**src/hdl/pkic_pkg.sv**
```systemverilog
// Package for the path keyword I/O classifier: window type and category codes.
// No dependencies.
`default_nettype none
package pkic_pkg;
  localparam int WIN = 10;
  localparam int PFX_LEN = 11;
  localparam int NGROUPS = 17;
  typedef logic [7:0] byte_t;
  typedef logic [6:0] code_t;
  typedef logic [2:0] prim_t;

  localparam code_t CODE_NONE    = 7'd0;
  localparam code_t CODE_BUCKET  = 7'd10;
  localparam code_t CODE_DATA    = 7'd13;
  localparam code_t CODE_SYS     = 7'd20;

  // Subcategory code handed from the front to the back stage for one finished path
  typedef struct packed {
    code_t sec;
  } result_t;

  // primary category is the tens digit of the subcategory (values below 80)
  function automatic prim_t prim_of(input code_t c);
    logic [13:0] prod;
    prod = 14'(c) * 14'd103;
    return prim_t'(prod >> 10);
  endfunction
endpackage
`default_nettype wire

```
**src/hdl/pkic_front.sv**
```systemverilog
// Front stage: takes path bytes, runs the window detectors, emits one code per path.
// Uses pkic_pkg.
`default_nettype none
module pkic_front #(
  parameter int PATH_BYTES = 256
) (
  input  wire logic               clk,
  input  wire logic               rst,
  input  wire logic               in_fire,
  input  wire pkic_pkg::byte_t    path_byte,
  input  wire logic               end_of_path,
  output pkic_pkg::result_t       res,
  output logic                    res_valid
);
  localparam int PW = $clog2(PATH_BYTES + 1);

  pkic_pkg::byte_t w [pkic_pkg::WIN];
  pkic_pkg::byte_t nw [pkic_pkg::WIN];
  logic [PW-1:0] pos;
  logic ended, pfx_ok, dseen, armed, bseen, oseen;
  pkic_pkg::code_t psub;
  pkic_pkg::code_t hit [pkic_pkg::NGROUPS];
  pkic_pkg::code_t hit_next [pkic_pkg::NGROUPS];
  pkic_pkg::code_t psub_next, sec;
  logic take, pfx_next, d_next, a_next, b_next, o_next, ended_next;
  logic [PW-1:0] pos_next;

  // window after shifting the byte in
  always_comb begin
    nw[0] = path_byte;
    for (int i = 1; i < pkic_pkg::WIN; i++) nw[i] = w[i-1];
  end

  function automatic logic m3(input pkic_pkg::byte_t a [pkic_pkg::WIN],
                              input logic [23:0] s);
    return a[2] == s[23:16] && a[1] == s[15:8] && a[0] == s[7:0];
  endfunction
  function automatic logic m4(input pkic_pkg::byte_t a [pkic_pkg::WIN],
                              input logic [31:0] s);
    return a[3] == s[31:24] && a[2] == s[23:16] && a[1] == s[15:8] && a[0] == s[7:0];
  endfunction
  function automatic logic m5(input pkic_pkg::byte_t a [pkic_pkg::WIN],
                              input logic [39:0] s);
    return a[4] == s[39:32] && m4(a, s[31:0]);
  endfunction
  function automatic logic m6(input pkic_pkg::byte_t a [pkic_pkg::WIN],
                              input logic [47:0] s);
    return a[5] == s[47:40] && m5(a, s[39:0]);
  endfunction
  function automatic logic m7(input pkic_pkg::byte_t a [pkic_pkg::WIN],
                              input logic [55:0] s);
    return a[6] == s[55:48] && m6(a, s[47:0]);
  endfunction
  function automatic logic m9(input pkic_pkg::byte_t a [pkic_pkg::WIN],
                              input logic [71:0] s);
    return a[8] == s[71:64] && a[7] == s[63:56] && m7(a, s[55:0]);
  endfunction

  // detector hits per group, code of first matching detector
  pkic_pkg::code_t det [pkic_pkg::NGROUPS];
  always_comb begin
    for (int g = 0; g < pkic_pkg::NGROUPS; g++) det[g] = pkic_pkg::CODE_NONE;
    if (m7(nw, "xl.meta")) det[0] = 7'd21;
    if (m3(nw, "wal") || m3(nw, "WAL")) det[1] = 7'd30;
    if (m4(nw, "raft") || m4(nw, ".log")) det[2] = 7'd31;
    if (m5(nw, "trans")) det[3] = 7'd32;
    if (m7(nw, "journal") || m4(nw, "jbd2")) det[4] = 7'd50;
    if (m6(nw, {"x", "fslog"})) det[5] = 7'd51;
    if (m9(nw, "multipart")) det[6] = 7'd60;
    if (m5(nw, "/tmp/")) det[7] = 7'd61;
    else if (m4(nw, ".tmp") || m5(nw, ".part")) det[7] = 7'd60;
    if (m6(nw, "config") || m4(nw, ".env") || m5(nw, ".yaml") || m5(nw, ".json"))
      det[8] = 7'd70;
    if (m4(nw, ".crt") || m4(nw, ".pem") || m4(nw, ".key")) det[9] = 7'd71;
    if (m6(nw, "access")) det[10] = 7'd72;
    else if (m5(nw, "error")) det[10] = 7'd73;
    else if (m5(nw, "audit")) det[10] = 7'd74;
    if (m4(nw, "lock")) det[11] = 7'd76;
    if (m3(nw, "xl.")) det[12] = 7'd41;
    if (m4(nw, "heal")) det[13] = 7'd42;
    if (m7(nw, "replica")) det[14] = 7'd40;
    if (m6(nw, "pg_wal")) det[15] = 7'd30;
    if (m5(nw, "cache")) det[16] = 7'd63;
  end

  // per-byte state update
  always_comb begin
    logic [7:0] pc;
    pc = 8'h00;
    take = !ended && path_byte != 8'h00 && pos < PW'(PATH_BYTES);
    ended_next = ended || (path_byte == 8'h00) || pos >= PW'(PATH_BYTES);
    pfx_next = pfx_ok;
    psub_next = psub;
    d_next = dseen;
    a_next = armed;
    b_next = bseen;
    o_next = oseen;
    pos_next = pos;
    for (int g = 0; g < pkic_pkg::NGROUPS; g++) hit_next[g] = hit[g];
    if (take) begin
      case (pos[3:0])
        4'd0: pc = ".";
        4'd1: pc = "m";
        4'd2: pc = "i";
        4'd3: pc = "n";
        4'd4: pc = "i";
        4'd5: pc = "o";
        4'd6: pc = ".";
        4'd7: pc = "s";
        4'd8: pc = "y";
        4'd9: pc = "s";
        4'd10: pc = "/";
        default: pc = 8'h00;
      endcase
      if (pos < PW'(pkic_pkg::PFX_LEN)) begin
        if (path_byte != pc) pfx_next = 1'b0;
      end else if (pfx_ok && psub == pkic_pkg::CODE_NONE) begin
        if (pos == PW'(17) && m7(nw, "buckets")) psub_next = 7'd22;
        if (pos == PW'(16) && m6(nw, "config")) psub_next = 7'd70;
        if (pos == PW'(19) && m9(nw, "multipart")) psub_next = 7'd60;
        if (pos == PW'(13) && m3(nw, "tmp")) psub_next = 7'd62;
        if (pos == PW'(14) && m4(nw, "heal")) psub_next = 7'd42;
      end
      for (int g = 0; g < pkic_pkg::NGROUPS; g++)
        if (hit[g] == pkic_pkg::CODE_NONE) hit_next[g] = det[g];
      if (m4(nw, "data") || m5(nw, "/disk")) d_next = 1'b1;
      if (m4(nw, ".dat") || m4(nw, ".bin") || m4(nw, ".obj") || m4(nw, ".jpg") ||
          m4(nw, ".png") || m4(nw, ".pdf")) o_next = 1'b1;
      a_next = armed || (pos != '0 && w[0] == "/" && path_byte != ".");
      if (a_next && path_byte == "/") b_next = 1'b1;
      pos_next = pos + PW'(1);
      if (pos_next >= PW'(PATH_BYTES)) ended_next = 1'b1;
    end
  end

  // classify from next-state values
  always_comb begin
    sec = pkic_pkg::CODE_NONE;
    if (d_next || b_next || o_next) sec = b_next ? pkic_pkg::CODE_BUCKET : pkic_pkg::CODE_DATA;
    for (int g = pkic_pkg::NGROUPS - 1; g >= 0; g--)
      if (hit_next[g] != pkic_pkg::CODE_NONE) sec = hit_next[g];
    if (pfx_next && pos_next >= PW'(pkic_pkg::PFX_LEN))
      sec = (psub_next != pkic_pkg::CODE_NONE) ? psub_next : pkic_pkg::CODE_SYS;
  end

  // state registers
  always_ff @(posedge clk) begin
    if (rst) begin
      res_valid <= 1'b0;
    end else begin
      res_valid <= in_fire && end_of_path;
    end
    if (in_fire) res.sec <= sec;
    if (rst || (in_fire && end_of_path)) begin
      for (int i = 0; i < pkic_pkg::WIN; i++) w[i] <= 8'h00;
      for (int g = 0; g < pkic_pkg::NGROUPS; g++) hit[g] <= pkic_pkg::CODE_NONE;
      pos <= '0;
      ended <= 1'b0;
      pfx_ok <= 1'b1;
      psub <= pkic_pkg::CODE_NONE;
      dseen <= 1'b0;
      armed <= 1'b0;
      bseen <= 1'b0;
      oseen <= 1'b0;
    end else if (in_fire) begin
      if (take) for (int i = 0; i < pkic_pkg::WIN; i++) w[i] <= nw[i];
      for (int g = 0; g < pkic_pkg::NGROUPS; g++) hit[g] <= hit_next[g];
      pos <= pos_next;
      ended <= ended_next;
      pfx_ok <= pfx_next;
      psub <= psub_next;
      dseen <= d_next;
      armed <= a_next;
      bseen <= b_next;
      oseen <= o_next;
    end
  end
endmodule
`default_nettype wire

```
**src/hdl/pkic_queue.sv**
```systemverilog
// Two-entry result queue between front and back stage.
// Uses pkic_pkg.
`default_nettype none
module pkic_queue (
  input  wire logic              clk,
  input  wire logic              rst,
  input  wire logic              wr,
  input  wire pkic_pkg::result_t wdata,
  input  wire logic              rd,
  output pkic_pkg::result_t      rdata,
  output logic                   nonempty,
  output logic                   full
);
  pkic_pkg::result_t mem [2];
  logic wp, rp;
  logic [1:0] cnt;

  assign nonempty = cnt != 2'd0;
  assign full = cnt == 2'd2;
  assign rdata = mem[rp];

  // pointers and count
  always_ff @(posedge clk) begin
    if (rst) begin
      wp <= 1'b0;
      rp <= 1'b0;
      cnt <= 2'd0;
    end else begin
      if (wr) wp <= ~wp;
      if (rd) rp <= ~rp;
      cnt <= cnt + 2'(wr) - 2'(rd);
    end
    if (wr) mem[wp] <= wdata;
  end
endmodule
`default_nettype wire

```
**src/hdl/pkic_back.sv**
```systemverilog
// Back stage: output register that maps a subcategory to both result fields.
// Uses pkic_pkg.
`default_nettype none
module pkic_back (
  input  wire logic              clk,
  input  wire logic              rst,
  input  wire logic              q_nonempty,
  input  wire pkic_pkg::result_t q_data,
  output logic                   q_rd,
  output logic                   valid,
  input  wire logic              stall,
  output pkic_pkg::prim_t        io_class,
  output pkic_pkg::code_t        io_subclass
);
  assign q_rd = q_nonempty && (!valid || !stall);

  // output register
  always_ff @(posedge clk) begin
    if (rst) begin
      valid <= 1'b0;
    end else if (!valid || !stall) begin
      valid <= q_nonempty;
    end
    if (q_rd) begin
      io_subclass <= q_data.sec;
      io_class <= pkic_pkg::prim_of(q_data.sec);
    end
  end
endmodule
`default_nettype wire

```
**src/hdl/path_keyword_io_classifier_top.sv**
```systemverilog
// Path keyword I/O classifier: one path byte per cycle in, one category pair per path out.
// Takes one byte every cycle while in_stall is low. The result of a path passes the
// front register, the queue and the output register after its end_of_path byte is
// accepted. Input stalls when the result queue, counting a result still leaving the
// front stage, would hold two entries after this cycle's read, which only happens
// while the output is held.
`default_nettype none
module path_keyword_io_classifier_top #(
  parameter int PATH_BYTES = 256
) (
  input  wire logic       clk,
  input  wire logic       rst,
  input  wire logic       in_valid,
  output logic            in_stall,
  input  wire logic [7:0] path_byte,
  input  wire logic       end_of_path,
  output logic            out_valid,
  input  wire logic       out_stall,
  output logic [2:0]      io_class,
  output logic [6:0]      io_subclass
);
  pkic_pkg::result_t fres, qdata;
  logic fvalid, qne, qfull, qrd, in_fire, qwr_busy;

  // stall if queue could overflow: entries plus a result in flight, less this cycle's read, reach two
  logic [1:0] pend;
  assign pend = 2'(qfull) + 2'(qne) + 2'(fvalid) - 2'(qrd);
  assign in_stall = pend >= 2'd2;
  assign in_fire = in_valid && !in_stall;
  assign qwr_busy = fvalid;

  pkic_front #(.PATH_BYTES(PATH_BYTES)) u_front (
    .clk, .rst, .in_fire, .path_byte, .end_of_path, .res(fres), .res_valid(fvalid)
  );
  pkic_queue u_queue (
    .clk, .rst, .wr(qwr_busy), .wdata(fres), .rd(qrd), .rdata(qdata),
    .nonempty(qne), .full(qfull)
  );
  pkic_back u_back (
    .clk, .rst, .q_nonempty(qne), .q_data(qdata), .q_rd(qrd), .valid(out_valid),
    .stall(out_stall), .io_class, .io_subclass
  );
endmodule
`default_nettype wire

```
**config.mk**
```make
export PLATFORM = sky130hd
export DESIGN_NAME = path_keyword_io_classifier_top
export DESIGN_NICKNAME = d
export VERILOG_FILES = /design/src/hdl/pkic_pkg.sv /design/src/hdl/pkic_front.sv /design/src/hdl/pkic_queue.sv /design/src/hdl/pkic_back.sv /design/src/hdl/path_keyword_io_classifier_top.sv
export SDC_FILE = /design/constraint.sdc
export NUM_CORES = 1
export LEC_CHECK = 0
export BUFFER_PORTS_ARGS = -buffer_cell sky130_fd_sc_hd__buf_4
export CORE_MARGIN = 2
export CORE_UTILIZATION = 35
export DETAILED_ROUTE_END_ITERATION = 10
export SYNTH_ARGS = -nofsm -noshare
export SYNTH_HDL_FRONTEND = slang
export SYNTH_SLANG_ARGS = --single-unit
```
**constraint.sdc**
```tcl
create_clock -name clk -period 13.93 [get_ports clk]
set_input_delay 1.393 -clock clk [delete_from_list [all_inputs] [get_ports clk]]
set_output_delay 1.393 -clock clk [all_outputs]
set_load 0.01 [all_outputs]
```
# After elaboration in Yosys (flattened, before gate mapping)

Memory sizes are Yosys's and may differ from the RTL's. A register that Yosys moved wholly into a read port is not among the register bits.
Cells that the tools add are included.

Register bits: 45
RAM bits: 213
Bits in read-only memories: 112
Output and inout port bits: 12
Logic and storage cells: 517
Memories: 4

Add/subtract/negate cells: 6
Multiply operators: 1
Magnitude comparators: 6
Equal/unequal tests: 110
Mux-type cells: 122
Bitwise operators: 29
Reductions and logical operators: 223

Memories:

| memory          | depth | width | rd ports | clocked after Yosys merged registers in | wr ports | RTL line          | RTL |
|---|---|---|---|---|---|---|---|
| u_front.hit     | 17    | 7     | 17       | 0                                       | 17       | pkic_front.sv:22  | `pkic_pkg::code_t hit [pkic_pkg::NGROUPS];` |
| (no name shown) | 16    | 7     | 1        | 1                                       | 0        | pkic_front.sv:101 | `case (pos[3:0])` |
| u_front.w       | 10    | 8     | 9        | 0                                       | 10       | pkic_front.sv:17  | `pkic_pkg::byte_t w [pkic_pkg::WIN];` |
| u_queue.mem     | 2     | 7     | 1        | 1                                       | 1        | pkic_queue.sv:14  | `pkic_pkg::result_t mem [2];` |

Operators by type and width:

| cell                                                 | number |
|---|---|
| == test 8 x 7 -> 1 bit (second input constant)       | 95 |
| 2-to-1 mux 7 bit                                     | 69 |
| logical AND 1 bit                                    | 156 |
| zero test 7 bit                                      | 18 |
| nonzero test 7 bit                                   | 18 |
| 2-to-1 mux 119 bit                                   | 1 |
| 2-to-1 mux 8 bit                                     | 11 |
| == test 8 x 6 -> 1 bit (second input constant)       | 7 |
| 2-to-1 mux 6 bit                                     | 9 |
| == test 9 x 5 -> 1 bit (second input constant)       | 3 |
| OR 1 bit                                             | 27 |
| 2-to-1 mux 1 bit                                     | 24 |
| logical OR 1 bit                                     | 22 |
| 2-to-1 mux 5 bit                                     | 4 |
| == test 9 x 4 -> 1 bit (second input constant)       | 2 |
| >= comparator 9 bit (second input constant)          | 2 |
| multiplier 7 x 7 -> 13 bit (second input constant)   | 1 |
| adder 9 x 1 -> 9 bit (second input constant)         | 1 |
| >= comparator 9 x 4 -> 1 bit (second input constant) | 1 |
| < comparator 9 x 4 -> 1 bit (second input constant)  | 1 |
| < comparator 9 bit (second input constant)           | 1 |
| 2-to-1 mux 9 bit                                     | 1 |
| nonzero test 9 bit                                   | 1 |
| zero test 8 bit                                      | 1 |
| other kinds (14)                                     | 21 |

# Longest topological paths before layout

Gate-level depths: netlist of run 1.
An unclocked memory read counts as a cell.

Depth in word-level cells: 32
Gate-level depth with buffers: 18

# Cells and area by module

Synthesis of run 1 repeated with hierarchy kept, for this count alone.

Cells, all modules: 1452
Area total of the unflattened synthesis: 14969.4 um^2

By module, submodules not included:

| module                         | instances | cells each | area an instance (um^2) |
|---|---|---|---|
| pkic_front                     | 1         | 1299       | 12962.4 |
| pkic_back                      | 1         | 101        | 1213.7 |
| pkic_queue                     | 1         | 43         | 723.2 |
| path_keyword_io_classifier_top | 1         | 9          | 70.1 |

# Worst setup path after synthesis of run 1

OpenSTA, ideal clock, no wires.

Path type: input port to flip-flop
Start: input port out_stall
End: register (tool-made name)
Setup time: 74 ps
Arrival time: 9115 ps
Path slack: 4741 ps
Cell stages on the path: 15
Path buffers: 0
Cell sequence: a21oi_1 > ha_1 > inv_1 > ha_1 > o21a_1 > or3_1 > a21oi_1 > nor2_1 > inv_1 > o21ai_0 > inv_1 > o21ai_0 > ha_1 > mux2_2 > o21ai_0

RTL lines:

| item            | RTL line                             | RTL |
|---|---|---|
| start, declared | path_keyword_io_classifier_top.sv:18 | `input wire logic out_stall,` |

==> flow_summary_export.csv, run 1 <==
group,metric,value,unit
clock_tree,postCtsHoldBufs,0,
setup_path,end_kind,"flip-flop",
setup_path,r2r_slack,7.44,ns
power_and_ir_drop,ir_drop,0.000133,V
synthesis,synthDistinctLibCells,98,
clock_tree,cts_buffers,28,
global_routing,grt.overflow.total,0,
synthesis,ys_seq_area_share,48.2,%
timing,hold_viol,0,
final_layout,syn2layout_area_growth,11.2,%
synthesis,yosys-top-cells-area,"edfxtp_1 (43%), nor2_1 (5.0%), dfxtp_1 (4.9%)",
synthesis,yosys.area.top_type,"edfxtp_1",
global_routing,grt_pass1_wl,69.2,mm
placed_design,place_inst,1979,
timing,max-slew-margin-rel,18.7,%
route,drt_iter0_markers,1295,
floorplanning,die_w,210,um
power_and_ir_drop,pwr-share-clk,24.0,%
final_layout,drive_gt1_share,9.32,%
setup_path,path_depth,18,
route,firstDrtPassIters,5,
clock_tree,clock_sinks,250,
setup_path,worstPathRequired,14.40,ns
setup_path,crit_buf_inv,6,
setup_path,worst_setup_path_start_kind,"primary input",
placed_design,dp_hpwl,32.3,mm
synthesis,synth_seq_cells,250,
global_routing,grt.busiest_layer,"met2",
synthesis,ys_warn_count,0,
final_layout,layout_commonest_cell,"edfxtp_1",
power_and_ir_drop,share_comb_of_total_power,35.1,%
setup_path,r2r_cells,18,
run,drv_cap,0,
setup_path,path_cells,"buf_4, a21oi_1, ha_1, inv_1, ha_1, o21a_1, or3_1, a21oi_4, buf_4, nor2_1, inv_4, o21ai_0, inv_2, buf_4, o21ai_0, ha_1, mux2_2, o21ai_0",
floorplanning,io_pins,25,
timing,finalSetupTns,0,ns
clock_tree,path_clk_slew,0.06,ns
worst_hold_path,timing.hold.worst_endpoint,"u_front.dseen$_SDFFE_PP0P_",
clock_tree,insertion_delay,0.55,ns
timing,worstMarginPinSlew,1.22,ns
route,drc,0,
clock_tree,cts_tree,"built",
global_routing,first_global_vias,11632,
global_routing,antenna_found_initial,0,
setup_path,r2r-start,"u_queue.cnt[1]$_SDFF_PP0_",
final_layout,final_cell_mix,"edfxtp_1 (214), nor2_1 (197), and2_1 (82)",
power_and_ir_drop,power.switching,1.28,mW
synthesis,synth_top_cell_area_share,43.4,%
route,wl_per_cell,21.9,um
synthesis,synth_edf_count,214,
floorplanning,die_h,210,um
status,status,"finished, final reports clean",
setup_path,crit_fanout,66,
clock_tree,cts_root_buffer,"clkbuf_16",
timing,skew,0.0108,ns
global_routing,met2_usage,31.5,%
final_layout,instances_no_fill,2031,
final_layout,final_area,0.0165,sq mm
final_layout,nFillCells,4140,
power_and_ir_drop,p_int,2.09,mW
power_and_ir_drop,sw_frac_of_total,38.1,%
power_and_ir_drop,pwr-share-seq,41.0,%
clock_tree,cts_max_level,1,
final_layout,fin_nets,1536,
synthesis,avgSynthCellArea,10.0,sq um
synthesis,synth_flop_cell,"edfxtp_1",
worst_hold_path,hp-start,"u_front.dseen$_SDFFE_PP0P_",
global_routing,grt_usage,20.0,%
clock_tree,cts_resized,0,
global_routing,grt_max_degree,69,
timing,fin_hold_ws,0.439,ns
synthesis,syn_area,0.0148,sq mm
setup_path,crit_type,"primary input to flip-flop",
power_and_ir_drop,power_density,205,mW/mm^2
power_and_ir_drop,p_leak,5.90,nW
clock_tree,cts_setup_buffers,0,
floorplanning,start_util,35.4,%
setup_path,critPathSlowestCell,"a21oi_1",
final_layout,antenna-diode-count,0,
synthesis,syn-num-nets,1544,
floorplanning,row_count,75,
timing,max_freq,0.143,GHz
clock_tree,clock_path_buffers,3,
setup_path,arrival,7.46,ns
worst_hold_path,whs_path_depth,2,
timing,final_max_slew_viol_count,0,
global_routing,met3_usage,2.20,%
synthesis,synth-async-reset-ratio,0,%
timing,setup_viol,0,
floorplanning,die_area,0.0440,sq mm
floorplanning,core_area,0.0419,sq mm
synthesis,synth_cells,1478,
route,wl,44.5,mm
global_routing,use_met1,28.4,%
setup_path,slowest_delay,0.94,ns
route,ant_nets,0,
placed_design,globalplace.congestion,1.03,
placed_design,placed_area,0.0155,sq mm
route,dr_total_vias,11871,
timing,period_share,50.2,%
timing,rsz0062_at_grt,"false",
timing,period_needed,6.99,ns
route,drt-vias-per-instance,5.84,
placed_design,io_buffer_count,24,
setup_path,crit_family,"compound AO/OA/AOI/OAI gates",
worst_hold_path,min_path_type,"flip-flop to flip-flop",
-- registers in the layout (all words and copies together) (netlist names), named ones only --
signal / flops
u_front.bseen: 1
u_front.dseen: 1
u_queue.rp: 1
u_front.ended: 1
u_queue.mem: 14
u_queue.cnt: 2
u_front.armed: 1
u_front.w: 64
u_front.oseen: 1
u_back.valid: 1
u_front.psub: 7
u_back.io_subclass: 7
u_front.res_valid: 1
u_front.pos: 9
u_front.pfx_ok: 1
u_back.io_class: 3
u_front.res: 7
u_queue.wp: 1
u_front.hit: 119
-- per-layer routing --
metal / vias up / share of wire [%]
met4: 0 / 3.8
li1: 5557 / -
met5: - / 0
met3: 93 / 5.7
met2: 432 / 45
met1: 5789 / 46
-- final cells by class --
class	instances	area, sq um	area share [%]
Sequential cell	250	7150	43.4
Timing Repair Buffer	39	293	1.78
Clock buffer	31	733	4.45
Tap cell	539	674	4.09
Multi-Input combinational cell	1097	7150	43.4
Inverter	54	205	1.24
Clock inverter	21	285	1.73
-- tightest hold or removal path: stages, from the launching register on --
cell     delay [ns]
dfxtp_1        0.31
nand2_1        0.05
nand2_1        0.04
-- per-stage QoR --
step	utilization, %	power, mW	setup slack [ns]
finish	39.4	3.37	6.94
global route	39.4	3.61	6.37
CTS	39.4	3.39	6.86
detailed placement	37.0	2.56	6.31
global placement	37.0	2.53	6.59
floorplan	-	2.13	4.74
-- power groups by stage --
stage | registers, mW | clock network (mW) | logic, mW
finish | 1.38 | 0.808 | 1.18
global route | 1.41 | 0.858 | 1.34
CTS | 1.37 | 0.822 | 1.19
detailed placement | 1.38 | 0 | 1.18
global placement | 1.39 | 0 | 1.15
floorplan | 1.27 | 0 | 0.866
-- how the worst max path moves through the flow --
stage | start | to | slack [ns]
6_report | out_stall | flip-flop | 6.94
4_1_cts | out_stall | flip-flop | 6.86
3_5_place_dp | out_stall | flip-flop | 6.31
5_1_grt | out_stall | flip-flop | 6.37
3_3_place_gp | out_stall | flip-flop | 6.59
2_1_floorplan | out_stall | flip-flop | 4.74
-- synth_stat cells, types with 33 or more instances --
cell type  number
edfxtp_1      214
nor2_1        198
and2_1         82
nand2_1        78
and3_1         62
nand4_1        57
inv_1          54
o21ai_0        54
nor4_1         49
nand3_1        48
clkbuf_1       45
ha_1           45
a21oi_1        42
nor3_1         41
dfxtp_1        36
nor2b_1        33
-- kinds of logic (layout without fill, tap and decap cells) --
kind of cell | count (synthesis) | after routing | synth area share (%)
and+or+nand+nor | 800 | 800 | 31.2
DFF | 250 | 250 | 48.2
AOI/OAI and AO/OA | 214 | 214 | 9.95
buffers and inverters | 131 | 145 | 3.81
adders and majority gates | 53 | 53 | 4.88
xor gates and xnor gates | 17 | 17 | 1.00
muxes | 13 | 13 | 0.954
No activity file was read; power rests on OpenSTA's default activity.
==> run 2: changes to the inputs <==
--- a/config.mk
+++ b/config.mk
@@ -5,6 +5,7 @@
 export SDC_FILE = /design/constraint.sdc
 export NUM_CORES = 1
 export LEC_CHECK = 0
+export ABC_AREA = 1
 export BUFFER_PORTS_ARGS = -buffer_cell sky130_fd_sc_hd__buf_4
 export CORE_MARGIN = 2
 export CORE_UTILIZATION = 35
==> constraint.sdc (replaced) <==
create_clock -name clk -period 5.8 [get_ports clk]
set_input_delay 0.58 -clock clk [delete_from_list [all_inputs] [get_ports clk]]
set_output_delay 0.58 -clock clk [all_outputs]
set_load 0.01 [all_outputs]
==> run 2 against run 1 <==
Compared with the run above: die area down 3.0%; global-route usage down 0.56 points; area after synthesis down 3.1%; clock power increased by 110%; sequential power rose by 140%; hold slack got worse by 0.20 ns; synthesized cell count increased by 19%.
==> flow_summary_export.csv, run 2 <==
group,metric,value,unit
status,status,"finished, final reports clean",
placed_design,placed_area,0.0152,sq mm
route,drc,0,
timing,max_freq,0.217,GHz
global_routing,grt_pass1_wl,64.2,mm
clock_tree,cts_root_buffer,"clkbuf_16",
final_layout,nFillCells,4133,
clock_tree,cts_setup_buffers,0,
final_layout,largestRegisters,"u_front.hit: 119 flops, u_front.w: 64 flops, u_queue.mem: 14 flops",
placed_design,io_buffer_count,24,
synthesis,synth_cells,1763,
floorplanning,die_area,0.0427,sq mm
synthesis,synth_top_cell_area_share,44.7,%
floorplanning,start_util,35.3,%
timing,rsz0062_at_grt,"false",
route,drt-vias-per-instance,5.06,
clock_tree,path_clk_slew,0.06,ns
timing,worstMarginPinSlew,0.988,ns
timing,finalSetupTns,0,ns
synthesis,synth-async-reset-ratio,0,%
route,drt_iter0_markers,1164,
final_layout,antenna-diode-count,0,
route,wl,40.5,mm
floorplanning,io_pins,25,
synthesis,synth_seq_cells,250,
synthesis,synthDistinctLibCells,61,
global_routing,antenna_found_initial,0,
global_routing,grt_max_degree,83,
clock_tree,cts_max_level,1,
synthesis,synthMuxAreaShare,0.314,%
power_and_ir_drop,p_leak,6.64,nW
synthesis,synth_xor_area_share,1.04,%
synthesis,yosys.area.top_type,"edfxtp_1",
setup_path,r2r_cells,22,
clock_tree,cts_resized,0,
route,wl_per_cell,17.2,um
setup_path,r2r_slack,1.20,ns
synthesis,synth-compound-area-share,6.22,%
global_routing,first_global_vias,11740,
timing,skew,0.0142,ns
final_layout,final_area,0.0161,sq mm
worst_hold_path,min_path_type,"primary input to flip-flop",
synthesis,yosys-top-cells-area,"edfxtp_1 (45%), nor2_1 (9.6%), inv_1 (8.1%)",
clock_tree,clock_path_buffers,3,
final_layout,layout_commonest_cell,"nor2_1",
timing,period_needed,4.60,ns
synthesis,syn-num-nets,1829,
timing,final_max_slew_viol_count,0,
setup_path,r2r-start,"u_queue.cnt[1]$_SDFF_PP0_",
placed_design,dp_hpwl,31.2,mm
synthesis,avgSynthCellArea,8.15,sq um
timing,max-slew-margin-rel,34.1,%
synthesis,ys_warn_count,0,
synthesis,synth_edf_count,214,
synthesis,synth_flop_cell,"edfxtp_1",
timing,period_share,79.4,%
clock_tree,insertion_delay,0.57,ns
final_layout,drive_gt1_share,7.79,%
clock_tree,cts_buffers,29,
global_routing,grt_usage,19.5,%
power_and_ir_drop,ir_drop,0.000263,V
clock_tree,cts_tree,"built",
placed_design,place_inst,2302,
final_layout,largest_reg_flops,119,
clock_tree,postCtsHoldBufs,0,
clock_tree,clock_sinks,250,
setup_path,arrival,5.09,ns
synthesis,yosys-top-cells-count,"nor2_1 (366), inv_1 (310), nand2_1 (299)",
setup_path,end_kind,"flip-flop",
global_routing,grt.overflow.total,0,
synthesis,ys_seq_area_share,49.8,%
placed_design,post-place-ws,0.887,ns
final_layout,instances_no_fill,2356,
synthesis,synthAdderAreaFrac,5.03,%
placed_design,globalplace.congestion,0.955,
floorplanning,row_count,74,
final_layout,final_cell_mix,"nor2_1 (366), inv_1 (310), nand2_1 (297)",
synthesis,synth.most_common_cell,"nor2_1",
route,dr_total_vias,11913,
synthesis,synth_top_family_by_area,"simple AND/OR/NAND/NOR gates",
route,ant_nets,0,
setup_path,worst_setup_path_start_kind,"flip-flop",
setup_path,worstPathRequired,6.29,ns
final_layout,syn2layout_area_growth,11.9,%
setup_path,crit_fanout,25,
floorplanning,die_w,207,um
final_layout,fin_nets,1867,
floorplanning,core_area,0.0406,sq mm
synthesis,synth-simple-area-share,28.2,%
setup_path,crit_type,"flip-flop to flip-flop",
timing,setup_viol,0,
run,drv_cap,0,
worst_hold_path,timing.hold.worst_endpoint,"u_queue.cnt[0]$_SDFF_PP0_",
route,firstDrtPassIters,6,
power_and_ir_drop,power_density,537,mW/mm^2
floorplanning,die_h,207,um
worst_hold_path,hp-start,"rst",
final_layout,regMostFlops,"u_front.hit",
timing,worst_slack,1.20,ns
synthesis,syn_area,0.0144,sq mm
worst_hold_path,whs_path_depth,2,
timing,hold_viol,0,
-- run 2: cell count changes after synthesis, moves of 21 or more --
cell,change
clkbuf_1,-21
inv_1,+256
or4_1,-22
nor2b_1,-31
nor2_1,+168
nand3_1,+22
and3_1,-61
and2_1,-80
nand2_1,+221
inv_2,+21
a21oi_1,+26
-- run 2: worst max path at each step --
stage                                        start                       end  cells after the start  slack, ns
finish                   u_queue.cnt[1]$_SDFF_PP0_                 flip-flop                     22       1.20
global placement                         out_stall                 flip-flop                     24       1.14
CTS                      u_queue.cnt[1]$_SDFF_PP0_                 flip-flop                     22       1.18
global route        u_front.w[0][15]$_SDFFCE_PN0P_  u_front.res[3]$_DFFE_PP_                     34       0.83
detailed placement                       out_stall                 flip-flop                     24       0.89
floorplan                                out_stall                 flip-flop                     19       0.33
-- run 2: area by class of cell --
cell class | count | area (sq um) | share of cell area, %
clock buffers | 37 | 786 | 4.89
inverters | 334 | 1260 | 7.81
flip-flops and latches | 250 | 7150 | 44.4
well taps | 532 | 666 | 4.14
repair buffers | 33 | 248 | 1.54
multi-input cells | 1153 | 5880 | 36.6
clock inverters | 17 | 95.1 | 0.591
-- run 2: cells by family (layout without fill, tap and decap cells) --
| family | Yosys count | count (layout) |
|---|---|---|
| mux | 4 | 4 |
| simple gates | 923 | 923 |
| xor+xnor | 17 | 17 |
| flops | 250 | 250 |
| fa+ha+maj | 53 | 53 |
| compound gates | 156 | 156 |
| buf+inv | 360 | 421 |
-- run 2: power by group --
part | switching [mW] | internal [mW]
Combinational | 2.46 | 1.15
Sequential | 0.401 | 2.93
Clock | 0.744 | 0.955
Total | 3.60 | 5.03
-- run 2: critical path, stage by stage (launching register included) --
cell     delay [ns]
dfxtp_1        0.34
o21ai_0        0.24
inv_1          0.29
ha_1           0.38
inv_1          0.04
ha_1           0.27
o21ai_0        0.08
nand2_1        0.09
xor2_1         0.17
nor2_1         0.10
buf_4          0.21
nand2_1        0.11
nand2_1        0.24
inv_1          0.19
nand2_4        0.28
inv_1          0.19
a22oi_1        0.54
inv_1          0.23
nor2_1         0.19
nand2_1        0.09
nand2_1        0.10
inv_1          0.04
a31oi_1        0.12
-- run 2: per-stage QoR --
stage / total power [mW] / util [%] / hold slack (ns)
2_1_floorplan: 5.87 / - / 0.421
3_3_place_gp: 6.88 / 37.4 / 0.427
3_5_place_dp: 6.96 / 37.4 / 0.433
4_1_cts: 8.70 / 39.6 / 0.200
5_1_grt: 9.42 / 39.6 / 0.215
6_report: 8.63 / 39.6 / 0.239
-- run 2: per-layer routing --
layer,GRT usage [%],share of wire [%],vias up
li1,-,-,5878
met1,26.9,47,5624
met2,30.8,44,323
met3,3.81,5.9,88
met4,6.10,3.3,0
met5,0,0,-
